[config.mk]
export PLATFORM = sky130hd
export DESIGN_NAME = lzwsd_ctrl
export DESIGN_NICKNAME = d
export VERILOG_FILES = /design/src/hw/rtl/lzwsd_pkg.sv /design/src/hw/rtl/lzwsd_ctrl.sv
export SDC_FILE = /design/constraint.sdc
export NUM_CORES = 1
export LEC_CHECK = 0
export BUFFER_PORTS_ARGS = -buffer_cell sky130_fd_sc_hd__clkbuf_2
export CORE_UTILIZATION = 37
export DETAILED_ROUTE_END_ITERATION = 12
export GPL_TIMING_DRIVEN = 0
export PLACE_DENSITY = 0.71
export SLEW_MARGIN = 20
export SYNTH_ARGS = -nofsm -noshare
export SYNTH_HDL_FRONTEND = slang
export SYNTH_SLANG_ARGS = --single-unit
[constraint.sdc]
create_clock -name clk -period 1.4 [get_ports clk]
set_input_delay 0.07 -clock clk [delete_from_list [all_inputs] [get_ports clk]]
set_output_delay 0.07 -clock clk [all_outputs]
set_load 0.05 [all_outputs]
[src/hw/rtl/lzwsd_pkg.sv]
`default_nettype none
// ----------------------------------------------------------------------------
// lzwsd_pkg
// shared types, constants and helpers of the lzw stream decoder
// ----------------------------------------------------------------------------
package lzwsd_pkg;

  localparam int LZWSD_DICT_SIZE     = 4096;
  localparam int LZWSD_MAX_CODE_BITS = 12;

  localparam int CODE_CLEAR = 256;
  localparam int CODE_END   = 257;
  localparam int CODE_FIRST = 258;
  localparam int START_BITS = 9;

  localparam int CNT_W  = 24;
  localparam int BUF_W  = 24;
  localparam int FILL_W = 5;
  localparam int FILL_FULL_AT = 16;

  typedef enum logic [2:0] {
    ST_ACCEPTED = 3'd0,
    ST_RETRY    = 3'd1,
    ST_BYTE     = 3'd2,
    ST_NEED     = 3'd3,
    ST_DONE     = 3'd4,
    ST_ERROR    = 3'd5
  } status_t;

  typedef enum logic [1:0] {
    END_RUN  = 2'd0,
    END_DONE = 2'd1,
    END_ERR  = 2'd2
  } ended_t;

  typedef enum logic [2:0] {
    CK_CLEAR,
    CK_END,
    CK_BAD,
    CK_LIT,
    CK_DATA
  } code_kind_t;

  typedef enum logic [3:0] {
    DP_NOP,
    DP_PUSH,
    DP_CONSUME,
    DP_FIRSTLIT,
    DP_START,
    DP_FIRST,
    DP_WALK,
    DP_TERM,
    DP_POP
  } dp_op_t;

  typedef enum logic [2:0] {
    S_IDLE,
    S_FETCH,
    S_FIRST,
    S_WALK,
    S_WALKD,
    S_RD,
    S_POP
  } state_t;

  typedef struct packed {
    logic       func;
    logic [7:0] in_byte;
    logic       in_last;
  } in_item_t;

  typedef struct packed {
    logic [7:0]       out_byte;
    status_t          status;
    logic [CNT_W-1:0] out_count;
  } out_item_t;

  typedef struct packed {
    dp_op_t  op;
    logic    out_load;
    status_t out_status;
    logic    set_ended;
    ended_t  ended_val;
  } dp_cmd_t;

  typedef struct packed {
    ended_t     ended;
    logic       closed;
    logic       fill_full;
    logic       limit_hit;
    logic       stack_empty;
    logic       bits_short;
    code_kind_t code_kind;
    logic       cur_lit;
  } dp_stat_t;

  function automatic logic [5:0] bit_len(input logic [31:0] v);
    logic [5:0] n;
    n = 6'd0;
    for (int i = 0; i < 32; i++) begin
      if (v[i]) begin
        n = 6'(i + 1);
      end
    end
    return n;
  endfunction

endpackage
`default_nettype wire

[src/hw/rtl/lzwsd_ctrl.sv]
`default_nettype none
// ----------------------------------------------------------------------------
// lzwsd_ctrl
// sequencing state machine: handshakes, code fetch, chain walk and pop
// ----------------------------------------------------------------------------
module lzwsd_ctrl
  import lzwsd_pkg::*;
(
  input  wire logic     clk,
  input  wire logic     rst,
  input  wire logic     in_valid,
  input  wire logic     in_func,
  output logic          in_stall,
  output logic          out_valid,
  input  wire logic     out_stall,
  input  wire dp_stat_t stat,
  output dp_cmd_t       cmd
);

  state_t state, state_next;
  logic   accept;

  assign in_stall = !((state == S_IDLE) && (!out_valid || !out_stall));
  assign accept   = in_valid && !in_stall;

  always_ff @(posedge clk) begin
    if (rst) begin
      state     <= S_IDLE;
      out_valid <= 1'b0;
    end else begin
      state <= state_next;
      if (cmd.out_load) begin
        out_valid <= 1'b1;
      end else if (!out_stall) begin
        out_valid <= 1'b0;
      end
    end
  end

  always_comb begin
    state_next = state;
    case (state)
      S_IDLE: begin
        if (accept && stat.ended == END_RUN && in_func && !stat.limit_hit) begin
          state_next = stat.stack_empty ? S_FETCH : S_POP;
        end
      end
      S_FETCH: begin
        if (stat.bits_short) begin
          state_next = S_IDLE;
        end else begin
          case (stat.code_kind)
            CK_CLEAR: state_next = S_FETCH;
            CK_LIT:   state_next = S_RD;
            CK_DATA:  state_next = S_FIRST;
            default:  state_next = S_IDLE;
          endcase
        end
      end
      S_FIRST: state_next = S_WALK;
      S_WALK:  state_next = stat.cur_lit ? S_RD : S_WALKD;
      S_WALKD: state_next = S_WALK;
      S_RD:    state_next = S_POP;
      S_POP:   state_next = S_IDLE;
      default: state_next = S_IDLE;
    endcase
  end

  always_comb begin
    cmd = '{op: DP_NOP, out_load: 1'b0, out_status: ST_ACCEPTED,
            set_ended: 1'b0, ended_val: END_RUN};
    case (state)
      S_IDLE: begin
        if (accept) begin
          if (stat.ended != END_RUN) begin
            cmd.out_load   = 1'b1;
            cmd.out_status = (stat.ended == END_DONE) ? ST_DONE : ST_ERROR;
          end else if (!in_func) begin
            cmd.out_load = 1'b1;
            if (stat.closed) begin
              cmd.out_status = ST_ACCEPTED;
            end else if (stat.fill_full) begin
              cmd.out_status = ST_RETRY;
            end else begin
              cmd.op         = DP_PUSH;
              cmd.out_status = ST_ACCEPTED;
            end
          end else if (stat.limit_hit) begin
            cmd.out_load   = 1'b1;
            cmd.out_status = ST_DONE;
            cmd.set_ended  = 1'b1;
            cmd.ended_val  = END_DONE;
          end
        end
      end
      S_FETCH: begin
        if (stat.bits_short) begin
          cmd.out_load = 1'b1;
          if (stat.closed) begin
            cmd.out_status = ST_ERROR;
            cmd.set_ended  = 1'b1;
            cmd.ended_val  = END_ERR;
          end else begin
            cmd.out_status = ST_NEED;
          end
        end else begin
          case (stat.code_kind)
            CK_CLEAR: cmd.op = DP_CONSUME;
            CK_END: begin
              cmd.out_load   = 1'b1;
              cmd.out_status = ST_DONE;
              cmd.set_ended  = 1'b1;
              cmd.ended_val  = END_DONE;
            end
            CK_LIT:  cmd.op = DP_FIRSTLIT;
            CK_DATA: cmd.op = DP_START;
            default: begin
              cmd.out_load   = 1'b1;
              cmd.out_status = ST_ERROR;
              cmd.set_ended  = 1'b1;
              cmd.ended_val  = END_ERR;
            end
          endcase
        end
      end
      S_FIRST: cmd.op = DP_FIRST;
      S_WALK: begin
        if (stat.cur_lit) begin
          cmd.op = DP_TERM;
        end
      end
      S_WALKD: cmd.op = DP_WALK;
      S_POP: begin
        cmd.op         = DP_POP;
        cmd.out_load   = 1'b1;
        cmd.out_status = ST_BYTE;
      end
      default: cmd.op = DP_NOP;
    endcase
  end

endmodule
`default_nettype wire

; ---- Word level (Yosys, flattened, before mapping)
; Cells that the tools add are included.
[totals]
wordCells = 61
regBits = 4
[classes]
muxes = 31
n_reduce_logical = 16
eq_ne = 12
[ops]
columns = operator, n
row1 = 3-bit two-way mux, 9
row2 = 4-bit one-hot mux with 6 select lines, 1
row3 = 3-bit one-hot mux with 3 select lines, 2
row4 = 4-bit two-way mux, 4
row5 = 3-bit one-hot mux with 5 select lines, 1
row6 = 7-bit two-way mux, 2
row7 = 7-bit one-hot mux with 2 select lines, 1
row8 = 3-bit == test (second input constant), 4
row9 = 4-bit one-hot mux with 3 select lines, 1
row10 = 11-bit two-way mux, 1
row11 = 3-bit by 2-bit == test with 1-bit output (second input constant), 3
row12 = 1-bit two-way mux, 8
row13 = 3-bit by 1-bit == test with 1-bit output (second input constant), 2
row14 = 3-bit zero test, 2
row15 = 3-bit one-hot mux with 2 select lines, 1
row16 = 1-bit logical AND, 5
row17 = 1-bit zero test, 4
row18 = 2-bit by 1-bit inequality test with 1-bit output (second input constant), 2
row19 = 3-bit OR reduction, 1
row20 = 2-bit by 1-bit == test with 1-bit output (second input constant), 1
row21 = 2-bit zero test, 1
row22 = 2-bit nonzero test, 1
row23 = 2-bit OR reduction, 1
row24 = 1-bit logical OR, 1

; ---- Longest topological paths before layout
; Gate-level depths: netlist of run 1.
[logic_depth]
ltp_word = 9
ltp_mapped = 5

; ---- Least setup slack after synthesis of run 1
; Ideal clock, no wire load.
[synth_timing]
path_type = register to output
startpoint = reg state[0]
endpoint = out cmd[0] (netlist name)
n_path_buf = 1
t_required_ns = 1.330
t_arrival_ns = 2.431
path_stages_with_launch = 4
slack_ns = -1.101
path_cell_list = dfxtp_1 or3b_1 clkbuf_2 o41ai_1
[synth_lines]
columns = element, line_no
row1 = start: declaration, lzwsd_ctrl.sv:20  ; state_t state, state_next;
row2 = start signal: assignment, lzwsd_ctrl.sv:31  ; state <= state_next;
row3 = end: declaration, lzwsd_ctrl.sv:17  ; output dp_cmd_t cmd

==> summary.txt, run 1 <==
Synthesis
  – Post-synth ARST share: 0%
  – Mapped Avg Cell Area: 6.64 sq um
  – Syn Nets: 90
  – Cell taking the most area after synthesis: dfxtp_1
  – Synthesized area: 492 sq um
  – Top_reg_cell synth: dfxtp_1
  – Sequential fraction of the synthesis area: 16.3%
  – Post-synth cell types: 36
  – Yosys warns: 0
  – Synthesized flop and latch total: 4
  – Number of flops mapped to enable cells by yosys: 0
  – Post-Syn Instances: 74
  – Area contributors post-synth: dfxtp_1, a21oi_1, o21ai_0
  – Post-synth top area share: 16.3%

Finish
  – Layout area overhead: 133%
  – Post-route cell area: 1150 sq um
  – Commonest non-fill, non-tap cells in the layout: clkbuf_2, buf_4, a21oi_1, clkbuf_8
  – Antenna cells: 0
  – Share of cells above drive strength 1: 63.0%
  – Commonest non-fill, non-tap cell in the layout: clkbuf_2
  – Net count, final: approximately 140
  – Layout Cells excl Fill: 133

Clocking
  – Root Driver: clkbuf_4
  – Clk buf depth: 2
  – Worst skew pair latency: 0.25 ns
  – Num CTS Buffers: 3
  – CTS sink cnt: 4
  – Htree depth: 1
  – CTS tree: yes
  – Clk slew on worst S/H paths: 0.04 ns

Placement
  – Inst Count DP: 116
  – Post-DP HPWL: 1090 um
  – PortBufs: 28
  – Gpl congestion: 0.772
  – Worst slack at placement: -0.428 ns
  – Area post-placement: 742 sq um

Route
  – Routed Antenna Nets: 0
  – Vias/cell: 7.01
  – 1st-iter DRT viols: 80
  – Drt first pass iters: 4
  – WL/cell: 24.8 um
  – Post-Route WL: between 3000 and 4000 um
  – Post-route DRC: 0
  – Vias: 932

Power and ir drop
  – Sw Share: 45.2%
  – Maximum vdd drop: roughly 0.65 mV
  – Seq pwr share: 16.5%
  – Internal: 424 uW
  – Final Power: ~770 uW
  – Psw: 350 uW
  – Combinational share of power: 62.7%
  – Clk pwr share: a little over a fifth
  – PD cells: 676 nW/um^2
  – Leak: about 0.5 nW

Global route
  – GRT Resource Usage Total: between 30% and 40%
  – Pin count of the biggest net entering global routing: 11
  – Global route overflow: 0
  – Initial antenna violation count: 0
  – Vias in the first global route: 749
  – First-pass GRT wire length: 3350 um

Timing
  – Slew Viols, Final: 0
  – Peak Freq: 0.513 GHz
  – Tcrit/Tclk final: 139%
  – Clock Skew: 0.00385 ns
  – Final Setup Violations: 16
  – Final hold vios: 0
  – Min Hold Slack: roughly 0.23 ns
  – Relative slew slack: a little under half
  – RSZ-0062 raised after global routing: yes
  – Min Tclk post-route: 1.95 ns
  – Worst setup margin: -0.551 ns
  – Worst-Margin Slew: ~0.81 ns

Worst setup path
  – Crit Path Category: flip-flop to output port
  – R2R setup slack: -0.30 ns
  – Slowest cell on the critical path: or3_1
  – Critical Path, Cell by Cell: buf_2 > inv_1 > or3_1 > o211ai_1 > clkbuf_8
  – Crit Path Max Fanout: 10
  – Worst setup SP type: flip-flop
  – CP max stage delay: 0.46 ns
  – Data required time of the worst path: around 1.3 ns
  – Largest delay share family, worst path: buffers and inverters
  – Critical path arrival: 1.88 ns
  – Crit path buffers/inverters: 3
  – Critical Path End Type: output port

Run status
  – Outcome: finished with violations
  – Failing checks: setup timing

Min path
  – Hold crit path type: primary input to flip-flop

Die
  – # rows: 12
  – Starting density of the core: 42.0%
  – Die area: 1480 sq um
  – Die height: about 38 um
  – # IOs: 29
  – Core Footprint: 1170 sq um
  – Die Wd: 38.5 um

Job
  – Max cap viols: 0
[per-layer routing]
| metal | routed length (um) | up-vias | GRT usage (%) |
|---|---|---|---|
| met4 | 187 | 0 | 16.4 |
| met2 | 1580 | 100 | 61.9 |
| met5 | 0 | - | 0 |
| met1 | 1200 | 428 | 37.4 |
| li1 | - | 374 | - |
| met3 | 335 | 30 | 2.33 |
[cell families (layout without fill, tap and decap cells)]
kind of cell / count (synthesis) / after routing / synth area share [%]
AOI/OAI and AO/OA: 26 / 26 / 33.8
xor gates and xnor gates: 1 / 1 / 1.78
buffers and inverters: 7 / 52 / 5.85
DFF: 4 / 4 / 16.3
and+or+nand+nor: 36 / 36 / 42.2
[power by group through the flow]
stage / registers, mW / clock network, mW / logic (mW)
2_1_floorplan: 0.141 / 0 / 0.212
6_report: 0.128 / 0.161 / 0.486
3_3_place_gp: 0.130 / 0 / 0.297
5_1_grt: 0.127 / 0.168 / 0.499
4_1_cts: 0.125 / 0.148 / 0.410
3_5_place_dp: 0.130 / 0 / 0.300
[stage by stage]
step / TNS [ns] / utilization [%]
finish: -5.15 / 97.9
global route: -5.56 / 97.9
CTS: -4.89 / 92.0
detailed placement: -2.60 / 63.4
global placement: -2.32 / 63.4
floorplan: -0.667 / -
[final cells by class]
class	instances	area, sq um
plain buffers	3	35.0
inverters	3	11.3
multi-input cells	63	539
repair buffers	43	433
clock buffers	3	22.5
fillers	14	25.0
well taps	14	17.5
flip-flops and latches	4	87.6
[Yosys cell counts (all sizes together) (2+ instances only)]
master / count
a21oi: 8
clkbuf: 3
dfxtp: 4
inv: 3
nand2: 7
nand2b: 3
nand3: 3
nand4: 2
nor2: 5
nor3: 4
nor4b: 2
o21ai: 8
or2: 2
[repair_timing]
| item | 4_1_cts | 5_1_grt |
|---|---|---|
| endpoints found under the setup margin | 16 | 16 |
| endpoints found under the hold margin | 1 | 0 |
| setup buffers | 11 | 4 |
| hold buffers | 1 | 0 |
| pin swaps | 15 | 8 |
| cloned | 1 | 0 |
| gates resized for setup | 45 | 18 |
[final timing paths]
path | start | endpoint | depth (start not counted)
max reg2reg | state[1] | state[0] | 5
min reg2reg | out_valid | out_valid | 2
min | out_stall | out_valid | 3
max | state[1] | cmd[9] | 5
[state kept, by name (all words and copies together) (netlist names)]
| register | count |
|---|---|
| state | 3 |
| out_valid | 1 |
[tightest hold or removal path: cells and delay by family]
family	cells	cell delay [ns]
buffers and inverters	1	0.09
AO/OA/AOI/OAI	1	0.11
AND/OR/NAND/NOR	1	0.18
Power figures use the tool's default switching activity.
==> inputs of run 2 (changes only) <==
==> constraint.sdc (replaced) <==
create_clock -name clk -period 1.4 [get_ports clk]
set_input_delay 0.07 -clock clk [delete_from_list [all_inputs] [get_ports clk]]
set_output_delay 0.07 -clock clk [all_outputs]
set_load 0.01 [all_outputs]
==> summary.txt, run 2 (synthesis gave the netlist of run 1 again) <==
Run status
  – Outcome: finished with violations
  – Failing checks: setup timing

Global route
  – Vias in the first global route: 512 (-32%)
  – GRT Resource Usage Total: 20.7% (-13 points)
  – Pin count of the biggest net entering global routing: 12 (+1)
  – Global route overflow: 0 (unchanged)
  – First-pass GRT wire length: 2080 um (-38%)
  – Initial antenna violation count: 0 (unchanged)

Min path
  – Hold path depth: 3 (unchanged)
  – Hold crit path type: primary input to flip-flop

Power and ir drop
  – Maximum vdd drop: 0.488 mV (-25%)
  – Final Power: 483 uW (-38%)
  – PD cells: 623 nW/um^2 (-7.8%)
  – Leak: 0.352 nW (-28%)

Timing
  – Peak Freq: 0.575 GHz (+12%)
  – Final Setup Violations: 12 (-4)
  – Slew Viols, Final: 0 (unchanged)
  – Worst setup margin: -0.338 ns (+0.213 ns)
  – Relative slew slack: 54.0% (+8.9 points)
  – Tcrit/Tclk final: 124% (-15 points)
  – Min Tclk post-route: 1.74 ns (-0.213 ns)
  – Clock Skew: 0.00329 ns (-0.000561 ns)
  – RSZ-0062 raised after global routing: yes
  – Worst-Margin Slew: 0.681 ns (-0.132 ns)
  – Final hold vios: 0 (unchanged)

Finish
  – Layout area overhead: 57.5%
  – Top reg by flops: state
  – Layout Cells excl Fill: 122 (-8.3%)
  – Commonest non-fill, non-tap cell in the layout: clkbuf_2
  – Post-route cell area: 774 sq um (-32%)
  – Net count, final: 126 (-8.0%)
  – Largest register FFs: 3 (unchanged)
  – Antenna cells: 0 (unchanged)
  – Commonest non-fill, non-tap cells in the layout: clkbuf_2, a21oi_1, nand2_1, o21ai_0
  – Share of cells above drive strength 1: 45.4% (-18 points)
  – Top Registers: state x3, out_valid x1
  – Final core utilization: 66.1% (-32 points)

Clocking
  – Worst skew pair latency: 0.24 ns (about the same)
  – CTS tree: yes
  – Root Driver: clkbuf_4
  – Htree depth: 1 (unchanged)
  – CTS sink cnt: 4 (unchanged)
  – Num CTS Buffers: 3 (unchanged)
  – Clk buf depth: 2 (unchanged)
  – Clk slew on worst S/H paths: 0.04 ns (about the same)

Route
  – Vias/cell: 5.68 (-19%)
  – M1 WL: 629 um (-48%)
  – WL/cell: 11.6 um (-53%)
  – Post-Route WL: 1420 um (-57%)
  – 1st-iter DRT viols: 16 (-80%)
  – DR WL met2: 708 um (-55%)
  – Vias: 693 (-26%)
  – Met3 wire length: 59 um (-82%)
  – Top layer used by detailed routing: met4
  – Post-route DRC: 0 (unchanged)
  – Routed Antenna Nets: 0 (unchanged)
  – Drt first pass iters: 4 (unchanged)

Die
  – Core Footprint: 1170 sq um (unchanged)
  – # IOs: 29 (unchanged)
  – # rows: 12 (unchanged)
  – Die height: 38.5 um (unchanged)
  – Starting density of the core: 42.0% (unchanged)
  – Die Wd: 38.5 um (unchanged)
  – Die area: 1480 sq um (unchanged)

Worst setup path
  – Worst setup SP type: flip-flop
  – Largest delay share family, worst path: simple AND/OR/NAND/NOR gates
  – Worst r2r path cells: 5 (unchanged)
  – Crit Path Max Fanout: 4 (-6)
  – Crit path buffers/inverters: 1 (-2)
  – Critical Path End Type: output port
  – Crit Path Category: flip-flop to output port
  – Crit path depth: 4 (-1)
  – Critical path arrival: 1.67 ns (-0.21 ns)
  – Slowest cell on the critical path: or4b_4
  – Critical Path, Cell by Cell: or3b_4 > or4b_4 > o21ai_4 > buf_6
  – CP max stage delay: 0.52 ns (+0.06 ns)
  – Data required time of the worst path: 1.33 ns (about the same)

Placement
  – Area post-placement: 662 sq um (-11%)
  – Inst Count DP: 116 (unchanged)
  – Post-DP HPWL: 1030 um (-5.9%)
  – Gpl congestion: 0.817 (+5.8%)
  – PortBufs: 28 (unchanged)

Job
  – Max cap viols: 0 (unchanged)
[run 2: report_power, final]
| part | total (mW) | switching, mW | internal [mW] |
|---|---|---|---|
| registers | 0.128 | 0.00592 | 0.122 |
| clock network | 0.143 | 0.0468 | 0.0959 |
| logic | 0.212 | 0.111 | 0.101 |
| total | 0.483 | 0.163 | 0.319 |
[run 2: metal layers]
| metal | global-route usage (%) | up-vias |
|---|---|---|
| met5 | 0 | - |
| met4 | 10.3 | 0 |
| met3 | 3.49 | 2 |
| met2 | 35.2 | 22 |
| met1 | 24.8 | 313 |
| li1 | - | 356 |
[run 2: layout make-up]
cell class	instances	area (sq um)
Tap cell	14	17.5
Sequential cell	4	82.6
Inverter	3	11.3
Clock buffer	3	22.5
Buffer	2	12.5
Fill cell	119	397
Timing Repair Buffer	33	193
Multi-Input combinational cell	63	435
[run 2: timing repair]
item	4_1_cts	5_1_grt
resized for setup	7	11
hold endpoints to repair	1	0
pin swaps	1	2
buffers inserted	4	0
hold buffers	1	0
endpoints found under the setup margin	15	15
[run 2: worst register-to-register path, delay by kind of cell (launching register included)]
family | cells | cell delay (ns)
buffers and inverters | 2 | 0.30
DFF | 1 | 0.35
AOI/OAI and AO/OA | 2 | 0.29
and+or+nand+nor | 1 | 0.40
[run 2: path summary, 6_finish.rpt]
kind	slack, ns	startpoint	to
worst max-delay path	-0.34	state[0]	cmd[5]
worst min-delay path	0.17	out_stall	out_valid
worst max register to register	-0.03	state[1]	state[0]
worst min register to register	0.56	out_valid	out_valid
[run 2: stage by stage]
| step | setup WS [ns] | TNS [ns] | hold WS [ns] |
|---|---|---|---|
| 3_5_place_dp | -0.237 | -1.01 | 0.248 |
| 2_1_floorplan | -0.0707 | -0.132 | 0.139 |
| 6_report | -0.338 | -1.89 | 0.175 |
| 3_3_place_gp | -0.240 | -0.866 | 0.252 |
| 4_1_cts | -0.356 | -2.48 | 0.170 |
| 5_1_grt | -0.388 | -2.97 | 0.212 |
==> inputs of run 3 (changes only) <==
--- a/config.mk
+++ b/config.mk
@@ -6,6 +6,7 @@
 export NUM_CORES = 1
 export LEC_CHECK = 0
 export BUFFER_PORTS_ARGS = -buffer_cell sky130_fd_sc_hd__clkbuf_2
+export CORE_MARGIN = 3
 export CORE_UTILIZATION = 37
 export DETAILED_ROUTE_END_ITERATION = 12
 export GPL_TIMING_DRIVEN = 0
==> summary.txt, run 3 (synthesis gave the netlist of run 1 again) <==
Run status
  – Outcome: finished with violations
  – Failing checks: setup timing

Timing
  – Relative slew slack: 59.7% (+5.7 points)
  – Clock Skew: 0.00304 ns (-0.000250 ns)
  – Min Tclk post-route: 1.74 ns (+0.00668 ns)
  – Worst-Margin Slew: 0.596 ns (-0.0842 ns)
  – Worst setup margin: -0.345 ns (-0.00668 ns)
  – Min Hold Slack: 0.205 ns (+0.0301 ns)
  – Final hold vios: 0 (unchanged)
  – Tcrit/Tclk final: 125% (+0.48 points)
  – Final Setup Violations: 11 (-1)
  – Slew Viols, Final: 0 (unchanged)
  – Peak Freq: 0.573 GHz (-0.38%)
  – RSZ-0062 raised after global routing: yes
  – Sum of negative setup slack: -1.76 ns (+0.139 ns)

Route
  – 1st-iter DRT viols: 10 (-6)
  – Drt first pass iters: 4 (unchanged)
  – Routed Antenna Nets: 0 (unchanged)
  – Vias/cell: 5.46 (-3.8%)
  – WL/cell: 12.6 um (+8.7%)
  – Post-Route WL: 1550 um (+9.5%)
  – Post-route DRC: 0 (unchanged)
  – Vias: 672 (-3.0%)

Worst setup path
  – Data required time of the worst path: 1.33 ns (about the same)
  – R2R setup slack: -0.01 ns (+0.02 ns)
  – Worst r2r path cells: 6 (+1)
  – Reg-to-Reg Start: state[1]
  – CP max stage delay: 0.52 ns (about the same)
  – Critical Path, Cell by Cell: or3b_4 > or4b_4 > o21ai_4 > buf_2
  – Critical Path End Type: output port
  – Slowest cell on the critical path: or4b_4
  – Critical path arrival: 1.67 ns (about the same)
  – Crit path buffers/inverters: 1 (unchanged)
  – Largest delay share family, worst path: simple AND/OR/NAND/NOR gates
  – Critical R2R Capture: state[1]
  – Worst setup SP type: flip-flop
  – Crit path from: state[1]
  – Crit Path Max Fanout: 3 (-1)
  – Crit Path Category: flip-flop to output port

Clocking
  – CTS tree: yes
  – Root Driver: clkbuf_4
  – CTS sink cnt: 4 (unchanged)
  – Worst skew pair latency: 0.23 ns (about the same)
  – Htree depth: 1 (unchanged)
  – Clk slew on worst S/H paths: 0.04 ns (about the same)
  – Clk buf depth: 2 (unchanged)
  – Num CTS Buffers: 3 (unchanged)

Global route
  – First-pass GRT wire length: 2500 um (+20%)
  – Pin count of the biggest net entering global routing: 11 (-1)
  – GRT Resource Usage Total: 18.0% (-2.7 points)
  – Global route overflow: 0 (unchanged)
  – Vias in the first global route: 597 (+17%)
  – Initial antenna violation count: 0 (unchanged)

Die
  – # rows: 12 (unchanged)
  – Starting density of the core: 42.0% (unchanged)
  – Core Footprint: 1170 sq um (unchanged)
  – Die area: 1800 sq um (+22%)
  – # IOs: 29 (unchanged)
  – Die height: 42.5 um (+10%)
  – Die Wd: 42.5 um (+10%)

Placement
  – Inst Count DP: 116 (unchanged)
  – Post-DP HPWL: 1130 um (+10%)
  – Gpl congestion: 0.794 (-2.8%)
  – PortBufs: 28 (unchanged)
  – Area post-placement: 662 sq um (unchanged)

Finish
  – Net count, final: 127 (+0.79%)
  – Sequential Area: 86.3 sq um (+4.5%)
  – Antenna cells: 0 (unchanged)
  – Fillers: 110 (-7.6%)
  – Share of cells above drive strength 1: 49.5% (+4.2 points)
  – Largest register FFs: 3 (unchanged)
  – Commonest non-fill, non-tap cells in the layout: clkbuf_2, nand2_1, a21oi_1, o21ai_0, buf_2
  – Post-route cell area: 806 sq um (+4.0%)
  – Top Registers: state x3, out_valid x1
  – Layout area overhead: 63.9%
  – Layout Cells excl Fill: 123 (+0.82%)
  – Commonest non-fill, non-tap cell in the layout: clkbuf_2
  – Top reg by flops: state
  – Multi-input gate area in the final layout: 448 sq um (+2.9%)

Min path
  – Hold path depth: 3 (unchanged)
  – Hold Path Sink: out_valid
  – Hold path startpoint: out_stall
  – Hold crit path type: primary input to flip-flop

Power and ir drop
  – PD cells: 598 nW/um^2 (-4.1%)
  – Maximum vdd drop: 0.440 mV (-9.8%)
  – Final Power: 481 uW (-0.27%)
  – Leak: 0.367 nW (+4.4%)

Job
  – Max cap viols: 0 (unchanged)
-- run 3: layer usage --
layer | vias up | track usage [%] | routed length, um
li1 | 354 | - | -
met2 | 18 | 28.3 | 773
met1 | 300 | 22.4 | 706
met4 | 0 | 9.32 | 0
met5 | - | 0 | 0
met3 | 0 | 4.29 | 70
-- run 3: timing repair --
| item | in CTS | in global routing |
|---|---|---|
| gates resized for setup | 9 | 28 |
| setup buffers | 2 | 2 |
| hold buffers | 1 | 0 |
| endpoints found under the setup margin | 15 | 15 |
| pin swaps | 1 | 4 |
| endpoints found under the hold margin | 1 | 0 |
-- run 3: how the worst max path moves through the flow --
stage          endpoint  slack (ns)  depth (start not counted)
5_1_grt          cmd[0]       -0.40                          5
4_1_cts          cmd[5]       -0.36                          4
3_5_place_dp     cmd[5]       -0.26                          5
6_report         cmd[5]       -0.34                          4
3_3_place_gp     cmd[5]       -0.24                          5
2_1_floorplan    cmd[2]       -0.07                          4
-- run 3: metrics by stage --
step	setup WS, ns	utilization [%]
2_1_floorplan	-0.0707	-
3_3_place_gp	-0.241	56.5
3_5_place_dp	-0.259	56.5
4_1_cts	-0.357	63.7
5_1_grt	-0.399	68.8
6_report	-0.345	68.8
-- run 3: layout make-up --
cell class	count	share of cell area [%]
tap	14	2.17
buffer	3	4.19
inverter	3	1.40
multi-input combinational	63	55.6
clock buffer	3	2.80
sequential	4	10.7
timing repair buffer	33	23.1
-- run 3: worst reg2reg max path: stages, from the launching register on --
cell and delay (ns):
dfxtp_2 0.33, or3b_4 0.39, buf_4 0.18, nor2_2 0.08, nand3_1 0.10, buf_4 0.15
a21oi_2 0.12
-- run 3: report_power, final --
group | leakage (nW) | switching (mW) | internal, mW
sequential | 0.0344 | 0.00540 | 0.121
combinational | 0.319 | 0.115 | 0.102
clock | 0.0138 | 0.0428 | 0.0956
total | 0.367 | 0.163 | 0.319
